==> src/rtl/mlfo_pkg.sv <==
// shared constants and types for the morphing lfo
package mlfo_pkg;

  localparam int unsigned PhaseBitsDef = 32;
  localparam int unsigned SineBitsDef  = 10;
  localparam int unsigned LevelBitsDef = 16;

  localparam int unsigned SrBits   = 18;
  localparam logic [SrBits-1:0] SrReset = 18'd48000;

  // fixed-point shape format, 1.0 = 2^28
  localparam int unsigned FracBits = 28;
  localparam int unsigned RomBits  = 29;

  // divisor width of the shared divider
  localparam int unsigned DivsBits = 22;

  // morph breakpoints scaled by 100
  localparam logic [22:0] MorphEnd0 = 23'(33 * 65535);
  localparam logic [22:0] MorphLo1  = 23'(34 * 65535);
  localparam logic [22:0] MorphEnd1 = 23'(66 * 65535);
  localparam logic [22:0] MorphLo2  = 23'(67 * 65535);
  localparam logic [DivsBits-1:0] Span0 = DivsBits'(33 * 65535);
  localparam logic [DivsBits-1:0] Span1 = DivsBits'(32 * 65535);
  localparam logic [DivsBits-1:0] Span2 = DivsBits'(33 * 65535);

  // divider status toward the sequencer
  typedef struct packed {
    logic busy;
    logic done;
  } div_stat_t;

endpackage

==> src/rtl/mlfo_div.sv <==
// shared restoring divider, one quotient bit per cycle
module mlfo_div #(
  parameter int unsigned DVW = 50
) (
  input  logic                          clk_i,
  input  logic                          rst_ni,
  input  logic                          start_i,
  input  logic [DVW-1:0]                dividend_i,
  input  logic [mlfo_pkg::DivsBits-1:0] divisor_i,
  output logic [DVW-1:0]                quotient_o,
  output mlfo_pkg::div_stat_t           stat_o
);
  import mlfo_pkg::*;

  localparam int unsigned CntW = $clog2(DVW + 1);

  logic [CntW-1:0]     cnt_q, cnt_d;
  logic                done_q, done_d;
  logic [DVW-1:0]      dvd_q, dvd_d;
  logic [DivsBits-1:0] rem_q, rem_d;
  logic [DivsBits-1:0] dvs_q, dvs_d;
  logic [DivsBits:0]   trial;

  // one restoring step: shift in next dividend bit, subtract if it fits
  always_comb begin
    cnt_d  = cnt_q;
    done_d = 1'b0;
    dvd_d  = dvd_q;
    rem_d  = rem_q;
    dvs_d  = dvs_q;
    trial  = {rem_q, dvd_q[DVW-1]};
    if (start_i && cnt_q == '0) begin
      cnt_d = CntW'(DVW);
      dvd_d = dividend_i;
      rem_d = '0;
      dvs_d = divisor_i;
    end else if (cnt_q != '0) begin
      cnt_d = cnt_q - 1'b1;
      if (trial >= {1'b0, dvs_q}) begin
        rem_d = DivsBits'(trial - {1'b0, dvs_q});
        dvd_d = {dvd_q[DVW-2:0], 1'b1};
      end else begin
        rem_d = trial[DivsBits-1:0];
        dvd_d = {dvd_q[DVW-2:0], 1'b0};
      end
      done_d = (cnt_q == CntW'(1));
    end
  end

  always_ff @(posedge clk_i or negedge rst_ni) begin
    if (!rst_ni) begin
      cnt_q  <= '0;
      done_q <= 1'b0;
    end else begin
      cnt_q  <= cnt_d;
      done_q <= done_d;
    end
  end

  always_ff @(posedge clk_i) begin
    dvd_q <= dvd_d;
    rem_q <= rem_d;
    dvs_q <= dvs_d;
  end

  assign quotient_o  = dvd_q;
  assign stat_o.busy = (cnt_q != '0);
  assign stat_o.done = done_q;

endmodule

==> config.mk <==
export PLATFORM = sky130hd
export DESIGN_NAME = mlfo_div
export DESIGN_NICKNAME = d
export VERILOG_FILES = /design/src/rtl/mlfo_pkg.sv /design/src/rtl/mlfo_div.sv
export SDC_FILE = /design/constraint.sdc
export NUM_CORES = 1
export LEC_CHECK = 0
export BUFFER_PORTS_ARGS = -buffer_cell sky130_fd_sc_hd__buf_2
export CORE_UTILIZATION = 50
export CTS_CLUSTER_DIAMETER = 120
export CTS_CLUSTER_SIZE = 16
export DETAILED_ROUTE_END_ITERATION = 12
export PLACE_DENSITY = 0.76
export SLEW_MARGIN = 20
export SYNTH_ARGS = -nofsm -noshare
export SYNTH_HDL_FRONTEND = slang
export SYNTH_SLANG_ARGS = --single-unit
==> constraint.sdc <==
create_clock -name clk_i -period 3.2 [get_ports clk_i]
set_input_delay 0.48 -clock clk_i [delete_from_list [all_inputs] [get_ports clk_i]]
set_output_delay 0.48 -clock clk_i [all_outputs]
set_load 0.1 [all_outputs]
Word-level counts from Yosys, hierarchy flattened
Cells that the tools add are included.
{"block": "word_totals", "ff_bits": 101, "inputBits": 75, "output_inout_bits": 52, "elab_cells": 21}
{"block": "classes", "addsub": 2, "magnitude_cmp": 1, "n_eq_ne": 1, "n_mux": 8, "n_reduce_logical": 4}
{"op": "50-bit two-way mux", "count": 2}
{"op": "23-bit by 22-bit greater-or-equal comparator with 1-bit output", "count": 1}
{"op": "22-bit two-way mux", "count": 1}
{"op": "22-bit subtractor", "count": 1}
{"op": "6-bit two-way mux", "count": 2}
{"op": "6-bit by 1-bit == test with 1-bit output (second input constant)", "count": 1}
{"op": "6-bit logical NOT", "count": 1}
{"op": "6-bit nonzero test", "count": 1}
{"op": "6-bit by 1-bit subtractor with 6-bit output (second input constant)", "count": 1}
{"op": "1-bit two-way mux", "count": 3}
{"op": "2-bit nonzero test", "count": 1}
{"op": "1-bit logical AND", "count": 1}

Logic depth before layout (Yosys ltp)
Gate-level depths: netlist of the first run.
{"block": "logic_depth", "ltp_word": 4, "mapped_depth": 12}

Worst setup path before layout of the first run
OpenSTA, ideal clock, no wires.
{"block": "synth_timing", "path_kind": "flip-flop to flip-flop", "startpoint": "register dvd_q[49] (netlist: quotient_o[49])", "endpoint": "register rem_q[16]", "setup_ns": 0.182, "arrival_time_ns": 2.967, "slack_ns": 0.052, "path_stages_with_launch": 13, "period_less_slack_ns": 3.148, "cell_sequence": "edfxtp_1 inv_1 ha_1 inv_1 fa_1 a21o_1 a31o_2 o211ai_1 a21oi_1 o21a_1 or3_1 a31oi_1 a21oi_1"}
{"block": "synth_between", "elab_chain_cells": 2, "elab_cells_between_ends": 3, "classes_between": "add/sub: 1; order compare: 1; mux: 1"}
{"item": "from (decl)", "line_no": "mlfo_div.sv:19", "source": "logic [DVW-1:0] dvd_q, dvd_d;"}
{"item": "from (signal assigned)", "line_no": "mlfo_div.sv:61", "source": "dvd_q <= dvd_d;"}
{"item": "22-bit subtractor or 23-bit by 22-bit greater-or-equal comparator with 1-bit output (tied branches)", "line_no": "mlfo_div.sv:40, mlfo_div.sv:39"}
{"item": "22-bit two-way mux (*)", "line_no": "mlfo_div.sv:39", "source": "if (trial >= {1'b0, dvs_q}) begin"}
{"item": "to (signal assigned)", "line_no": "mlfo_div.sv:62", "source": "rem_q <= rem_d;"}
{"item": "to (decl)", "line_no": "mlfo_div.sv:20", "source": "logic [DivsBits-1:0] rem_q, rem_d;"}
Every way passes the cells marked *; elsewhere a longest branch is shown, timed or not.
A chain may end at the register's enable or synchronous reset.

Final worst setup path of the first run
{"block": "layout_timing", "startpoint": "register dvd_q[49] (netlist: quotient_o[49])", "endpoint": "register rem_q[18]"}
The elaborated chain is that of the path after synthesis.

==> flow_metrics.py, run 1 <==
metrics = {
    "route": {
        "totalWireLength_microns": 11200,
        "dr.pass1.iters": 5,
        "drtAntennaViolNets": 0,
        "viasPerCell": 5.49,
        "initialDrtViolationCount": 123,
        "drc": 0,
        "wl_per_cell_microns": 16.0,
        "vias": 3865,
    },
    "critical_path": {
        "path_cells": "inv_1 -> ha_1 -> inv_1 -> fa_1 -> a21o_1 -> a31o_2 -> o211ai_1 -> nand2_1 -> o2111ai_1 -> a31oi_1 -> xnor2_1 -> o21ai_0",
        "worst_path_max_delay_cell": "fa_1",
        "regToRegSetupSlack_ns": 0.38,
        "crit_family": "compound AO/OA/AOI/OAI gates",
        "required_ns": 3.50,
        "path_common_cell": "inv_1",
        "ff2ff_path_depth": 12,
        "setup.worst_path.start_class": "flop",
        "cp_max_fo": 3,
        "critPathKind": "flop to flop",
        "max_stage_delay_ns": 0.41,
        "worstPathArrival_ns": 3.12,
        "critPathLaunch": "quotient_o[49]$_DFFE_PP_",
        "regToRegEndpoint": "rem_q[18]$_SDFFE_PP0P_",
        "cp_num_buf_inv": 2,
        "r2r-start": "quotient_o[49]$_DFFE_PP_",
        "cp-end-kind": "flop",
    },
    "yosys": {
        "netlist_instances": 432,
        "syn-num-nets": 532,
        "seq_area_frac_synth": 0.540,
        "synth_edf_count": 72,
        "synthArstFlopShare": 0.0693,
        "synth_ff_type": "edfxtp_1",
        "ys_ff_latch": 101,
        "yosys.cell_types.count": 54,
        "postSynthAreaPerCell_sq_um": 11.9,
        "yosys_warnings": 0,
        "synth_area_sq_mm": 0.00514,
    },
    "finish": {
        "post-route-util": 0.621,
        "area_growth_syn_to_layout_pct": 19.1,
        "nets": 666,
        "fillers": 809,
        "mostFrequentLayoutCell": "buf_2",
        "drive_gt1_frac": 0.361,
        "layout_common_cells": "126 x buf_2, 72 x edfxtp_1, 50 x mux2_2",
        "diodes": 0,
    },
    "placed_design": {
        "portBuffers": 126,
        "gp_congestion": 0.902,
        "place.detailed.hpwl_microns": 8430,
    },
    "global_routing": {
        "grt_pass1_wl_microns": 17600,
        "top_usage_layer": "met2",
        "grt_antenna_before_repair": 0,
        "grt_max_degree": 52,
        "grt_pass1_vias": 3733,
        "grt_use_total": 0.221,
        "use_met2": 0.377,
        "grtUsageMet3": 0.0759,
        "grt.overflow.total": 0,
        "grtUsageMet1": 0.250,
    },
    "floorplanning": {
        "fp.dieH_microns": 103,
        "dieArea_sq_mm": 0.0107,
        "top_level_ports": 127,
        "row_count": 36,
        "fp.dieW_microns": 103,
        "start_util": 0.522,
        "floorplan.core_area_sq_mm": 0.00986,
    },
    "worst_hold_path": {
        "min_path_cells": 1,
        "min_to": "dvs_q[5]$_DFFE_PP_",
        "min_from": "divisor_i[5]",
        "hp-class": "input port to flop",
    },
    "timing": {
        "period_share": 0.882,
        "rsz0062_at_grt": "no",
        "tns_ns": 0,
        "fin_skew_ns": 0.0158,
        "finalHoldViolCount": 0,
        "worstMarginPinSlew_ns": 0.601,
        "maxSlewHeadroom": 0.599,
        "drv_slew": 0,
        "min_period_ns": 2.82,
        "max_freq_mhz": 354,
        "setup_viol": 0,
    },
    "clocking": {
        "cts.reportedPaths.clkPinSlew_ns": 0.11,
        "clkSinkCount": 101,
        "cts_tree": "yes",
        "ctsRootBufferMaster": "clkbuf_8",
        "clk_latency_ns": 0.38,
        "ctsLongestPathBuffers": 2,
        "htreeDepth": 3,
        "cts_resized": 0,
        "numCtsBuffers": 9,
    },
    "run_status": {
        "status": "completed",
    },
    "run": {
        "max_cap_violations": 0,
    },
}
repair_timing:
action	in CTS	in global routing
hold buffers	1	0
setup buffers	0	0
endpoints found under the hold margin	7	0
synthesized netlist by cell type, drive strengths merged (3+ instances only):
cell    number  share of area
a21o         8          0.012
a21oi       24          0.023
a31oi        4         0.0049
a32oi        4         0.0068
and2         3         0.0036
buf          9          0.010
clkbuf       5         0.0036
dfrtp        7          0.034
dfxtp       22          0.086
edfxtp      72           0.42
ha          24          0.058
inv         33          0.024
mux2        50           0.11
mux2i       13          0.025
nand2       30          0.022
nand3        7         0.0068
nor2        25          0.018
o211ai       4         0.0058
o21a         5         0.0073
o21ai       26          0.025
o31ai        4         0.0068
or3          5         0.0061
xnor2       11          0.019
xor2         6          0.010
cells by family (layout without fill, tap and decap cells):
logic type,after synthesis,after routing,synth area share
buffers and inverters,47,186,0.0379
adders and majority gates,25,25,0.0623
DFF,101,101,0.540
muxes,63,63,0.135
xor gates and xnor gates,17,17,0.0289
and+or+nand+nor,85,85,0.0764
AOI/OAI and AO/OA,94,94,0.120
per-layer routing:
layer	part of all wire	up-vias
met5	0	-
met4	0.021	0
met3	0.080	22
met2	0.49	137
met1	0.40	1842
li1	-	1864
area by class of cell:
type | count | area, sq um | share of cell area
clock buffers | 11 | 131 | 0.0214
repair buffers | 137 | 716 | 0.117
flip-flops and latches | 101 | 2780 | 0.453
clock inverters | 5 | 40.0 | 0.00653
inverters | 33 | 124 | 0.0202
multi-input cells | 284 | 2170 | 0.355
well taps | 133 | 166 | 0.0271
through the flow:
step | hold WS, ns | std cells | cell area, sq um | setup WS [ns]
after CTS | 0.258 | 704 | 6130 | 0.381
after floorplan | 0.184 | 432 | 5140 | 0.0517
after detailed placement | 0.322 | 687 | 5950 | 0.409
final | 0.270 | 704 | 6130 | 0.378
after global placement | 0.323 | 687 | 5950 | 0.404
after global routing | 0.251 | 704 | 6130 | 0.128
flip-flops by register name, indices dropped and copies added, names as in the netlist:
register and count:
dvs_q 22, done_q 1, cnt_q 6, quotient_o 50, rem_q 22
how the worst max path moves through the flow:
stage	slack, ns	cells after the start	end
final	0.38	12	rem_q[18]$_SDFFE_PP0P_
after global routing	0.13	11	rem_q[18]$_SDFFE_PP0P_
after CTS	0.38	12	rem_q[16]$_SDFFE_PP0P_
after detailed placement	0.41	11	rem_q[15]$_SDFFE_PP0P_
after global placement	0.40	11	rem_q[15]$_SDFFE_PP0P_
after floorplan	0.05	12	rem_q[16]$_SDFFE_PP0P_
Power of run 1 is not shown: default switching activity piles up to over one toggle a cycle in this logic, so the estimate is an artifact.
==> run 2: changes to the inputs <==
--- a/config.mk
+++ b/config.mk
@@ -10,7 +10,8 @@
 export CTS_CLUSTER_DIAMETER = 120
 export CTS_CLUSTER_SIZE = 16
 export DETAILED_ROUTE_END_ITERATION = 12
-export PLACE_DENSITY = 0.76
+export PLACE_DENSITY = 0.79
+export SKIP_LAST_GASP = 1
 export SLEW_MARGIN = 20
 export SYNTH_ARGS = -nofsm -noshare
 export SYNTH_HDL_FRONTEND = slang
==> run 2 against run 1 <==
Compared with the run above: via count is 1.5% lower; core utilization stayed put; register-to-register slack improved by 0.03 ns; sequential cell count unchanged; first-iteration DRC count shrank 2.4%; global-route usage decreased by 0.68 points; critical path type unchanged.
==> flow_metrics.py, run 2 (synthesized netlist as in run 1, its figures left out) <==
metrics = {
    "finish": {
        "mostFrequentLayoutCell": "buf_2",
        "layout_common_cells": "126 x buf_2, 72 x edfxtp_1, 50 x mux2_2",
        "largest_reg_flops": 50,
        "nets": 664,
        "area_growth_syn_to_layout_pct": 19.1,
        "diodes": 0,
        "drive_gt1_frac": 0.360,
    },
    "global_routing": {
        "grt_pass1_wl_microns": 17200,
        "grtUsageMet3": 0.0618,
        "use_met2": 0.387,
        "grtUsageMet1": 0.239,
        "grt_use_total": 0.214,
        "grt_pass1_vias": 3748,
        "grt_max_degree": 54,
        "grt_antenna_before_repair": 0,
        "grt.overflow.total": 0,
        "top_usage_layer": "met2",
    },
    "critical_path": {
        "setup.worst_path.start_class": "flop",
        "max_stage_delay_ns": 0.41,
        "path_cells": "inv_1 -> ha_1 -> inv_1 -> fa_1 -> a21o_1 -> a31o_2 -> o211ai_1 -> a21oi_1 -> o21a_1 -> or3_1 -> a31oi_1 -> a21oi_1",
        "critPathKind": "flop to flop",
        "required_ns": 3.46,
        "cp-end-kind": "flop",
        "worstPathArrival_ns": 3.05,
        "cp_max_fo": 3,
        "worst_path_max_delay_cell": "fa_1",
    },
    "route": {
        "vias": 3808,
        "initialDrtViolationCount": 120,
        "wl_per_cell_microns": 16.0,
        "drc": 0,
        "dr.pass1.iters": 6,
        "drtAntennaViolNets": 0,
        "totalWireLength_microns": 11200,
        "viasPerCell": 5.42,
    },
    "timing": {
        "maxSlewHeadroom": 0.274,
        "max_freq_mhz": 359,
        "min_period_ns": 2.79,
        "finalHoldViolCount": 0,
        "setup_viol": 0,
        "fin_skew_ns": 0.0130,
        "tns_ns": 0,
        "worstMarginPinSlew_ns": 1.09,
        "period_share": 0.871,
        "drv_slew": 0,
        "rsz0062_at_grt": "no",
    },
    "floorplanning": {
        "fp.dieH_microns": 103,
        "row_count": 36,
        "start_util": 0.522,
        "floorplan.core_area_sq_mm": 0.00986,
        "dieArea_sq_mm": 0.0107,
        "top_level_ports": 127,
        "fp.dieW_microns": 103,
    },
    "clocking": {
        "cts_tree": "yes",
        "clkSinkCount": 101,
        "ctsLongestPathBuffers": 2,
        "clk_latency_ns": 0.37,
        "ctsRootBufferMaster": "clkbuf_8",
        "post_cts_buffers": 0,
        "cts.reportedPaths.clkPinSlew_ns": 0.11,
        "htreeDepth": 3,
        "cts_resized": 0,
        "numCtsBuffers": 9,
    },
    "run": {
        "max_cap_violations": 0,
    },
    "placed_design": {
        "gp_congestion": 0.921,
        "place.detailed.hpwl_microns": 8320,
        "portBuffers": 126,
    },
    "worst_hold_path": {
        "hp-class": "input port to flop",
    },
    "run_status": {
        "status": "completed",
    },
}
-- run 2: cell count changes in the layout (fill, tap and decap cells not counted), sizes merged --
cell,delta
clkinvlp,+1
inv,+1
clkbuf,-2
buf,-2
-- run 2: layout make-up --
cell class / count / area, sq um
Clock buffer: 9 / 124
Timing Repair Buffer: 135 / 701
Clock inverter: 7 / 62.6
Sequential cell: 101 / 2780
Multi-Input combinational cell: 284 / 2170
Tap cell: 133 / 166
Inverter: 33 / 124
Fill cell: 817 / 3730
-- run 2: final timing paths --
kind / slack (ns) / startpoint / cells after the start / to
min reg2reg: 0.49 / rem_q[5]$_SDFFE_PP0P_ / 2 / rem_q[5]$_SDFFE_PP0P_
max reg2reg: 0.41 / quotient_o[49]$_DFFE_PP_ / 12 / rem_q[16]$_SDFFE_PP0P_
min in group asynchronous: 0.47 / rst_ni / 2 / cnt_q[3]$_DFFE_PN0P_
min: 0.27 / divisor_i[0] / 1 / dvs_q[0]$_DFFE_PP_
max: 0.41 / quotient_o[49]$_DFFE_PP_ / 12 / rem_q[16]$_SDFFE_PP0P_
max in group asynchronous: 2.56 / rst_ni / 2 / cnt_q[4]$_DFFE_PN0P_
-- run 2: routing by layer --
layer	vias to the layer above	part of all wire
li1	1859	-
met1	1810	0.41
met2	122	0.51
met3	17	0.062
met4	0	0.017
met5	-	0
-- run 2: critical path: cells and delay by family (launching register included) --
| kind | cells | cell delay [ns] |
|---|---|---|
| flip-flops | 1 | 0.40 |
| AO/OA/AOI/OAI | 7 | 1.23 |
| AND/OR/NAND/NOR | 1 | 0.31 |
| buffers and inverters | 2 | 0.15 |
| adder cells (fa/ha/maj) | 2 | 0.59 |
-- run 2: what timing repair did --
| action | 4_1_cts | 5_1_grt |
|---|---|---|
| hold buffers | 1 | 0 |
| setup endpoints to repair | 0 | 0 |
| hold endpoints to repair | 7 | 0 |
-- run 2: stage by stage --
stage	hold slack (ns)	setup WS, ns	cell area (sq um)	instances	util
3_3_place_gp	0.324	0.518	5930	685	0.601
4_1_cts	0.257	0.405	6130	702	0.621
5_1_grt	0.260	0.163	6130	702	0.621
2_1_floorplan	0.184	0.0517	5140	432	-
3_5_place_dp	0.324	0.434	5930	685	0.601
6_report	0.275	0.411	6130	702	0.621
Power of run 2 is left out for the same reason.
